File: config.mk
export PLATFORM = sky130hd
export DESIGN_NAME = pps_finish
export DESIGN_NICKNAME = d
export VERILOG_FILES = /design/src/rtl/pps_pkg.sv /design/src/rtl/pps_finish.sv
export SDC_FILE = /design/constraint.sdc
export NUM_CORES = 2
export LEC_CHECK = 0
export ABC_CLOCK_PERIOD_IN_PS = 6750
export BUFFER_PORTS_ARGS = -buffer_cell sky130_fd_sc_hd__buf_2
export CORE_MARGIN = 4
export CORE_UTILIZATION = 45
export DETAILED_ROUTE_END_ITERATION = 12
export SYNTH_ARGS = -nofsm -noshare
export SYNTH_HDL_FRONTEND = slang
export SYNTH_SLANG_ARGS = --single-unit
File: constraint.sdc
create_clock -name clk_i -period 6.75 [get_ports clk_i]
set_input_delay 1.0125 -clock clk_i [delete_from_list [all_inputs] [get_ports clk_i]]
set_output_delay 1.0125 -clock clk_i [all_outputs]
set_load 0.01 [all_outputs]
File: src/rtl/pps_pkg.sv
// ----------------------------------------------------------------------------
// pps_pkg
// Shared types, widths, constants and tables for the pursuit steering unit.
// ----------------------------------------------------------------------------
package pps_pkg;

  // defaults for top level parameters
  localparam int unsigned CORDIC_STAGES_DEF = 16;
  localparam int unsigned COORD_WIDTH_DEF   = 16;

  // field widths
  localparam int unsigned FIELD_W = 16;  // coordinate ports
  localparam int unsigned HEAD_W  = 16;
  localparam int unsigned STOP_W  = 15;
  localparam int unsigned GAIN_W  = 16;
  localparam int unsigned LIN_W   = 15;
  localparam int unsigned ANG_W   = 16;

  // internal widths, sized for the widest coordinate (16 bits)
  localparam int unsigned DIFF_W   = FIELD_W + 1;     // target - own
  localparam int unsigned SQ_W     = 2 * DIFF_W;      // dx^2 + dy^2
  localparam int unsigned STOPSQ_W = 2 * STOP_W;
  localparam int unsigned ROOT_W   = DIFF_W;
  localparam int unsigned REM_W    = ROOT_W + 2;
  localparam int unsigned XY_W     = DIFF_W + 16 + 3; // Q.16 plus CORDIC growth
  localparam int unsigned Z_W      = 35;              // Q2.30 plus headroom
  localparam int unsigned BEAR_W   = 17;
  localparam int unsigned ERR_W    = BEAR_W + 1;
  localparam int unsigned LIN_P_W  = ROOT_W + GAIN_W;
  localparam int unsigned ANG_P_W  = ERR_W + GAIN_W + 1;
  localparam int unsigned ATAN_N   = 24;

  // configuration port
  localparam int unsigned CFG_IDX_W  = 2;
  localparam int unsigned CFG_DATA_W = 16;

  typedef enum logic [CFG_IDX_W-1:0] {
    CFG_STOP_DISTANCE = 2'd0,
    CFG_LINEAR_GAIN   = 2'd1,
    CFG_ANGULAR_GAIN  = 2'd2
  } cfg_idx_e;

  localparam logic [STOP_W-1:0] STOP_DIST_RST = 15'd1024;  // 1.0
  localparam logic [GAIN_W-1:0] LIN_GAIN_RST  = 16'd4915;  // 0.3
  localparam logic [GAIN_W-1:0] ANG_GAIN_RST  = 16'd7373;  // 0.3 * 1.5

  localparam logic signed [Z_W-1:0] PI_Q30 = 35'sd3373259426;

  // word travelling down the row of cells
  typedef struct packed {
    logic signed [XY_W-1:0]   x;
    logic signed [XY_W-1:0]   y;
    logic signed [Z_W-1:0]    z;
    logic        [SQ_W-1:0]   n;     // radicand, consumed two bits per square root cell
    logic        [REM_W-1:0]  rem;
    logic        [ROOT_W-1:0] root;
    logic signed [HEAD_W-1:0] heading;
    logic                     zero;  // dx == dy == 0
    logic                     pursue;
  } pps_cell_t;

  typedef struct packed {
    logic        [LIN_W-1:0] linear_speed;
    logic signed [ANG_W-1:0] angular_speed;
    logic                    pursuing;
  } pps_result_t;

  // atan(2^-i) in Q2.30
  function automatic logic signed [Z_W-1:0] atan_q30(input int unsigned idx);
    logic signed [Z_W-1:0] v;
    unique case (idx)
      0:       v = 35'sd843314857;
      1:       v = 35'sd497837829;
      2:       v = 35'sd263043837;
      3:       v = 35'sd133525159;
      4:       v = 35'sd67021687;
      5:       v = 35'sd33543516;
      6:       v = 35'sd16775851;
      7:       v = 35'sd8388437;
      8:       v = 35'sd4194283;
      9:       v = 35'sd2097149;
      10:      v = 35'sd1048576;
      11:      v = 35'sd524288;
      12:      v = 35'sd262144;
      13:      v = 35'sd131072;
      14:      v = 35'sd65536;
      15:      v = 35'sd32768;
      16:      v = 35'sd16384;
      17:      v = 35'sd8192;
      18:      v = 35'sd4096;
      19:      v = 35'sd2048;
      20:      v = 35'sd1024;
      21:      v = 35'sd512;
      22:      v = 35'sd256;
      23:      v = 35'sd128;
      default: v = '0;
    endcase
    return v;
  endfunction

endpackage

File: src/rtl/pps_finish.sv
// ----------------------------------------------------------------------------
// pps_finish
// Bearing rounding, heading error, gain products, rounding and saturation.
// Three register stages.
// ----------------------------------------------------------------------------
module pps_finish (
  input  logic                         clk_i,
  input  logic                         rst_ni,
  input  logic                         en_i,
  input  logic                         valid_i,
  input  pps_pkg::pps_cell_t           d_i,
  input  logic [pps_pkg::GAIN_W-1:0]   linear_gain_i,
  input  logic [pps_pkg::GAIN_W-1:0]   angular_gain_i,
  output logic                         valid_o,
  output pps_pkg::pps_result_t         res_o
);
  import pps_pkg::*;

  localparam int unsigned LIN_SH_W = LIN_P_W - 14;
  localparam int unsigned ANG_SH_W = ANG_P_W - 14;
  localparam logic signed [ANG_SH_W-1:0] ANG_MAX = ANG_SH_W'(32767);
  localparam logic signed [ANG_SH_W-1:0] ANG_MIN = -ANG_SH_W'(32768);

  logic [2:0] valid_q;

  // stage 1
  logic signed [Z_W-1:0]    z_rnd;
  logic signed [BEAR_W-1:0] bearing;
  logic signed [ERR_W-1:0]  err_d, err_q;
  logic [ROOT_W-1:0]        root_q;
  logic                     pursue1_q;

  // stage 2
  logic [LIN_P_W-1:0]         lin_p_q;
  logic signed [ANG_P_W-1:0]  ang_p_q;
  logic                       pursue2_q;

  // stage 3
  logic [LIN_P_W-1:0]         lin_sum;
  logic [LIN_SH_W-1:0]        lin_sh;
  logic signed [ANG_P_W-1:0]  ang_sum;
  logic signed [ANG_SH_W-1:0] ang_sh;
  pps_result_t                res_d, res_q;

  always_comb begin
    z_rnd   = d_i.z + Z_W'(1 << 17);
    bearing = d_i.zero ? '0 : z_rnd[18 +: BEAR_W];
    err_d   = {bearing[BEAR_W-1], bearing}
            - {{(ERR_W-HEAD_W){d_i.heading[HEAD_W-1]}}, d_i.heading};
  end

  always_comb begin
    lin_sum = lin_p_q + LIN_P_W'(1 << 13);
    lin_sh  = lin_sum[LIN_P_W-1:14];
    ang_sum = ang_p_q + ANG_P_W'(1 << 13);
    ang_sh  = ang_sum[ANG_P_W-1:14];
    res_d   = '0;
    if (pursue2_q) begin
      res_d.pursuing = 1'b1;
      if (|lin_sh[LIN_SH_W-1:LIN_W]) begin
        res_d.linear_speed = '1;
      end else begin
        res_d.linear_speed = lin_sh[LIN_W-1:0];
      end
      priority if (ang_sh > ANG_MAX) begin
        res_d.angular_speed = ANG_MAX[ANG_W-1:0];
      end else if (ang_sh < ANG_MIN) begin
        res_d.angular_speed = ANG_MIN[ANG_W-1:0];
      end else begin
        res_d.angular_speed = ang_sh[ANG_W-1:0];
      end
    end
  end

  always_ff @(posedge clk_i or negedge rst_ni) begin
    if (!rst_ni) begin
      valid_q <= '0;
    end else if (en_i) begin
      valid_q <= {valid_q[1:0], valid_i};
    end
  end

  always_ff @(posedge clk_i) begin
    if (en_i) begin
      err_q     <= err_d;
      root_q    <= d_i.root;
      pursue1_q <= d_i.pursue;
      lin_p_q   <= LIN_P_W'(root_q * linear_gain_i);
      ang_p_q   <= $signed({1'b0, angular_gain_i}) * err_q;
      pursue2_q <= pursue1_q;
      res_q     <= res_d;
    end
  end

  assign valid_o = valid_q[2];
  assign res_o   = res_q;

endmodule
==> Word-level counts from Yosys, hierarchy flattened <==
Cells that the tools add are included.
{ "word_totals": {"mem_count": 0, "ramBits": 0, "ff_bits": 140, "output_inout_bits": 33, "latchBits": 0, "romBits": 0, "word_cells": 27, "inputBits": 231} }
{ "classes": {"order_cmp": 2, "add_sub_neg": 4, "n_mux": 5, "div_mod_pow": 0, "n_reduce_logical": 2, "n_bitwise": 1, "n_eq_ne": 0, "shifts": 0, "mul": 2} }
{ "op_table": {"columns": ["op", "n"], "rows": [
  ["35-bit by 15-bit adder with 35-bit output, second input constant", 1],
  ["35-bit by 19-bit adder with 35-bit output, second input constant", 1],
  ["17-bit by 18-bit multiplier with 35-bit output", 1],
  ["33-bit by 14-bit adder with 33-bit output, second input constant", 1],
  ["17-bit by 16-bit multiplier with 33-bit output", 1],
  ["15-bit two-way mux", 2],
  ["21-bit by 16-bit greater-than comparator with 1-bit output, second input constant", 1],
  ["21-bit by 16-bit less-than comparator with 1-bit output, second input constant", 1],
  ["17-bit by 16-bit subtractor with 18-bit output", 1],
  ["17-bit two-way mux", 1],
  ["16-bit two-way mux", 1],
  ["4-bit OR reduction", 1],
  ["2-bit OR reduction", 1],
  ["1-bit two-way mux", 1],
  ["1-bit NOT", 1]
]} }

==> Longest topological paths before layout <==
{ "depth": {"word_depth": 4, "mapped_depth": 24, "mapped_depth_nobuf": 23} }

==> Worst setup path before layout <==
Ideal clock, no wire load.
{ "synth_timing": {"path_kind": "input port to flip-flop", "start": "input linear_gain_i[9] in the netlist's numbering", "end": "register lin_p_q[25] (data pin)", "t_required_ns": 6.491, "setup_ns": 0.259, "stages": 24, "slack_ns": -0.291, "arrival_time_ns": 6.783, "n_path_buf": 2, "cell_sequence": "clkbuf_1 -> clkbuf_1 -> nand2_1 -> fa_1 -> inv_1 -> fa_1 -> inv_1 -> fa_1 -> inv_1 -> fa_1 -> fa_1 -> inv_1 -> fa_1 -> inv_1 -> ha_1 -> and3_1 -> and3_1 -> a22o_1 -> a21o_1 -> a21o_1 -> o21a_1 -> o21a_1 -> o22a_1 -> xor2_1"} }
{ "synth_via": {"elab_chain_len": 1} }
{ "synth_lines": {"columns": ["element", "line", "text"], "rows": [
  ["start: declaration", "pps_finish.sv:12", "input logic [pps_pkg::GAIN_W-1:0] linear_gain_i,"],
  ["17-bit by 16-bit multiplier with 33-bit output", "pps_finish.sv:88", "lin_p_q <= LIN_P_W'(root_q * linear_gain_i);"],
  ["end signal: assignment", "pps_finish.sv:88", null],
  ["end: declaration", "pps_finish.sv:34", "logic [LIN_P_W-1:0] lin_p_q;"]
]} }
Every way passes these cells.
A chain may end at the register's enable or synchronous reset.

==> Final worst setup path <==
{ "layout_timing": {"start": "input linear_gain_i[6] in the netlist's numbering", "end": "register lin_p_q[25] (data pin)"} }
Same word-level chain as after synthesis.

==> insert_results.sql <==
INSERT INTO impl_metrics (metric_group, metric, value, unit) VALUES
('layout', 'finish.cell_count_without_fillers', '3476', ''),
('global_route', 'grt_util_met1', '0.256', ''),
('global_route', 'grt_first_pass_wirelength', '95200', 'µm'),
('floorplan', 'floorplan.initialDensity', '0.454', ''),
('detailed_routing', 'post_drt_wl_per_cell', '15.8', 'µm'),
('sta', 'post-route-min-period', '6580', 'ps'),
('detailed_routing', 'routed_wl', '54900', 'µm'),
('floorplan', 'die_height', '241', 'µm'),
('logic_synthesis', 'netlist_instances', '2555', ''),
('detailed_routing', 'antenna_violating_nets_post_route', '0', ''),
('clock_network', 'cts-htree-levels', '4', ''),
('placement', 'dp_cells', '3442', ''),
('sta', 'finalClockSkew', '15.6', 'ps'),
('critical_path', 'crit_slowest_cell', 'sky130_fd_sc_hd__fa_1', ''),
('global_route', 'pin_count_of_the_biggest_net_entering_global_routing', '63', ''),
('layout', 'final_layout_size_suffix_gt1_frac', '0.125', ''),
('run', 'max-cap-violations', '0', ''),
('logic_synthesis', 'mappedNetlistArea', '24400', 'µm²'),
('critical_path', 'critPathTopFamily', 'adder cells', ''),
('placement', 'post-dp-hpwl', '46900', 'µm'),
('clock_network', 'clock_insertion_delay_worst_skew', '460', 'ps'),
('logic_synthesis', 'yosys_register_bits', '114', ''),
('global_route', 'grtUsageTotal', '0.205', ''),
('logic_synthesis', 'total_number_of_yosys_warnings', '0', ''),
('sta', 'slew_viol_final', '0', ''),
('critical_path', 'worst-endpoint-arrival', '6790', 'ps'),
('floorplan', 'floorplan.rows', '85', ''),
('sta', 'worst_hold_slack', '340', 'ps'),
('min_path', 'hold_class', 'in -> async', ''),
('floorplan', 'floorplan.die_area', '58000', 'µm²'),
('sta', 'post-route-period-util', '0.975', ''),
('global_route', 'globalRoute.totalOverflow', '0', ''),
('sta', 'worst_slew_pin_slew', '870', 'ps'),
('floorplan', 'overall_die_width', '241', 'µm'),
('sta', 'max_slew_margin', '0.420', ''),
('global_route', 'antenna_found_initial', '0', ''),
('status', 'run_status', 'completed', ''),
('logic_synthesis', 'syn-num-nets', '3494', ''),
('critical_path', 'max_stage_delay', '560', 'ps'),
('detailed_routing', 'vias', '17200', ''),
('critical_path', 'cp-end-kind', 'flip-flop', ''),
('placement', 'place.port_buffers', '121', ''),
('critical_path', 'critical_path_required', '6960', 'ps'),
('sta', 'achievable-frequency', '0.152', 'GHz'),
('logic_synthesis', 'dominantRegCellSynth', 'sky130_fd_sc_hd__edfxtp_1', ''),
('critical_path', 'crit_fanout', '14', ''),
('clock_network', 'clk_pin_slew', '60', 'ps'),
('layout', 'num_antenna_cells', '0', ''),
('floorplan', 'core-area', '53700', 'µm²'),
('layout', 'finalNetCount', '3706', ''),
('clock_network', 'tritoncts_clock_tree', 'built', ''),
('sta', 'rsz0062_at_grt', 'false', ''),
('detailed_routing', 'drtPass1Iterations', '5', ''),
('detailed_routing', 'detail_route.vias_per_cell', '4.95', ''),
('critical_path', 'timing_worst_setup_path_type', 'in -> reg', ''),
('critical_path', 'timing.critical_path.from_type', 'input pin', ''),
('sta', 'finalHoldViolations', '0', ''),
('logic_synthesis', 'proportion_of_synthesized_chip_area_in_sequential_cells', '0.140', ''),
('clock_network', 'cts.sink_count', '114', ''),
('logic_synthesis', 'yosys-top-cells-count', 'sky130_fd_sc_hd__inv_1, sky130_fd_sc_hd__fa_1, sky130_fd_sc_hd__nand2_1, sky130_fd_sc_hd__and2_1, sky130_fd_sc_hd__ha_1', ''),
('detailed_routing', 'dr.first_iter.drc_count', '695', ''),
('global_route', 'grtUsageMet3', '0.0251', ''),
('floorplan', 'io_pins', '264', ''),
('detailed_routing', 'drt_drc_violations_left', '0', ''),
('global_route', 'gr-usage-met2', '0.377', ''),
('logic_synthesis', 'avgSynthCellArea', '9.55', 'µm²'),
('placement', 'placement.cell_area', '26800', 'µm²'),
('logic_synthesis', 'synth-edff-count', '111', ''),
('clock_network', 'cts_root_buffer', 'sky130_fd_sc_hd__clkbuf_16', ''),
('logic_synthesis', 'yosysMostFrequentCell', 'sky130_fd_sc_hd__inv_1', ''),
('global_route', 'vias_in_the_first_global_route', '19400', '');
==> cell type report <==
cell class,instances,area (µm²),share of cell area
Tap cell,696,871,0.0316
Inverter,612,2300,0.0835
Multi-Input combinational cell,1744,18500,0.672
Timing Repair Buffer,278,1890,0.0688
Clock inverter,14,128,0.00464
Sequential cell,114,3410,0.124
Clock buffer,18,429,0.0156
==> cell families (layout without fill, tap and decap cells) <==
logic type / after synthesis / after routing / synth area share
AO/OA/AOI/OAI: 154 / 154 / 0.0425
XOR/XNOR: 102 / 102 / 0.0366
adder cells (fa/ha/maj): 708 / 708 / 0.517
buffers and inverters: 697 / 922 / 0.107
flip-flops: 114 / 114 / 0.140
multiplexers: 5 / 5 / 0.00226
AND/OR/NAND/NOR: 775 / 775 / 0.155
==> state kept, by name, summed over array words and instances, names as in the netlist <==
| signal | count |
|---|---|
| ang_p_q | 22 |
| err_q | 18 |
| lin_p_q | 20 |
| pursue1_q | 1 |
| pursue2_q | 1 |
| res_o | 32 |
| root_q | 17 |
| valid_q | 3 |
==> what timing repair did <==
action	CTS	global route
endpoints found under the setup margin	0	10
hold buffers	0	0
gates resized for setup	0	40
setup buffers	0	2
==> per-stage QoR <==
stage	util	setup WS [ps]	TNS (ps)
after floorplan	-	3.23	0
final	0.512	167	0
after detailed placement	0.499	-412	-4250
after global placement	0.499	-369	-3250
after global routing	0.512	5.27	0
after CTS	0.509	21.9	0
==> final timing paths <==
kind	startpoint	end	slack (ps)	cells after the start
worst min register to register	pursue1_q	pursue2_q	420	0
worst min-delay path	rst_ni	valid_q[1]	340	1
max in group asynchronous	rst_ni	valid_q[0]	6310	1
min in group clk_i	pursue1_q	pursue2_q	420	0
worst max register to register	root_q[9]	lin_p_q[25]	270	22
worst max-delay path	linear_gain_i[6]	lin_p_q[25]	170	23
==> per-layer routing <==
layer | part of all wire | vias to the layer above
li1 | - | 8076
met1 | 0.42 | 8810
met2 | 0.53 | 238
met3 | 0.028 | 75
met4 | 0.024 | 0
met5 | 0 | -
==> worst register-to-register path: cells and delay by family (launching register included) <==
kind / cells / cell delay, ps
adders and majority gates: 7 / 3340
AOI/OAI and AO/OA: 6 / 1140
and+or+nand+nor: 3 / 630
DFF: 1 / 590
buffers and inverters: 5 / 380
xor gates and xnor gates: 1 / 140
==> cell usage in the layout (no fill, tap or decap), drive strengths merged, types with 3 or more instances in the layout <==
master and n:
o21ai 38, nand2 338, a211oi 5, nor2b 11, clkinv 4, dfrtp 3
and3 20, o22ai 4, and2 245, mux2 4, a21o 17, nand3 38
clkbuf 22, o31ai 3, ha 209, edfxtp 111, a21oi 37, or3 4
nand2b 9, buf 274, clkinvlp 3, o21a 9, nand4 12, or2 4
a21boi 17, xnor2 60, nor3 15, inv 618, nor2 73, fa 499
xor2 42
Power is left out: the tool's default activity adds up to more than one toggle a clock period on the data nets, which glitch-free logic cannot reach.
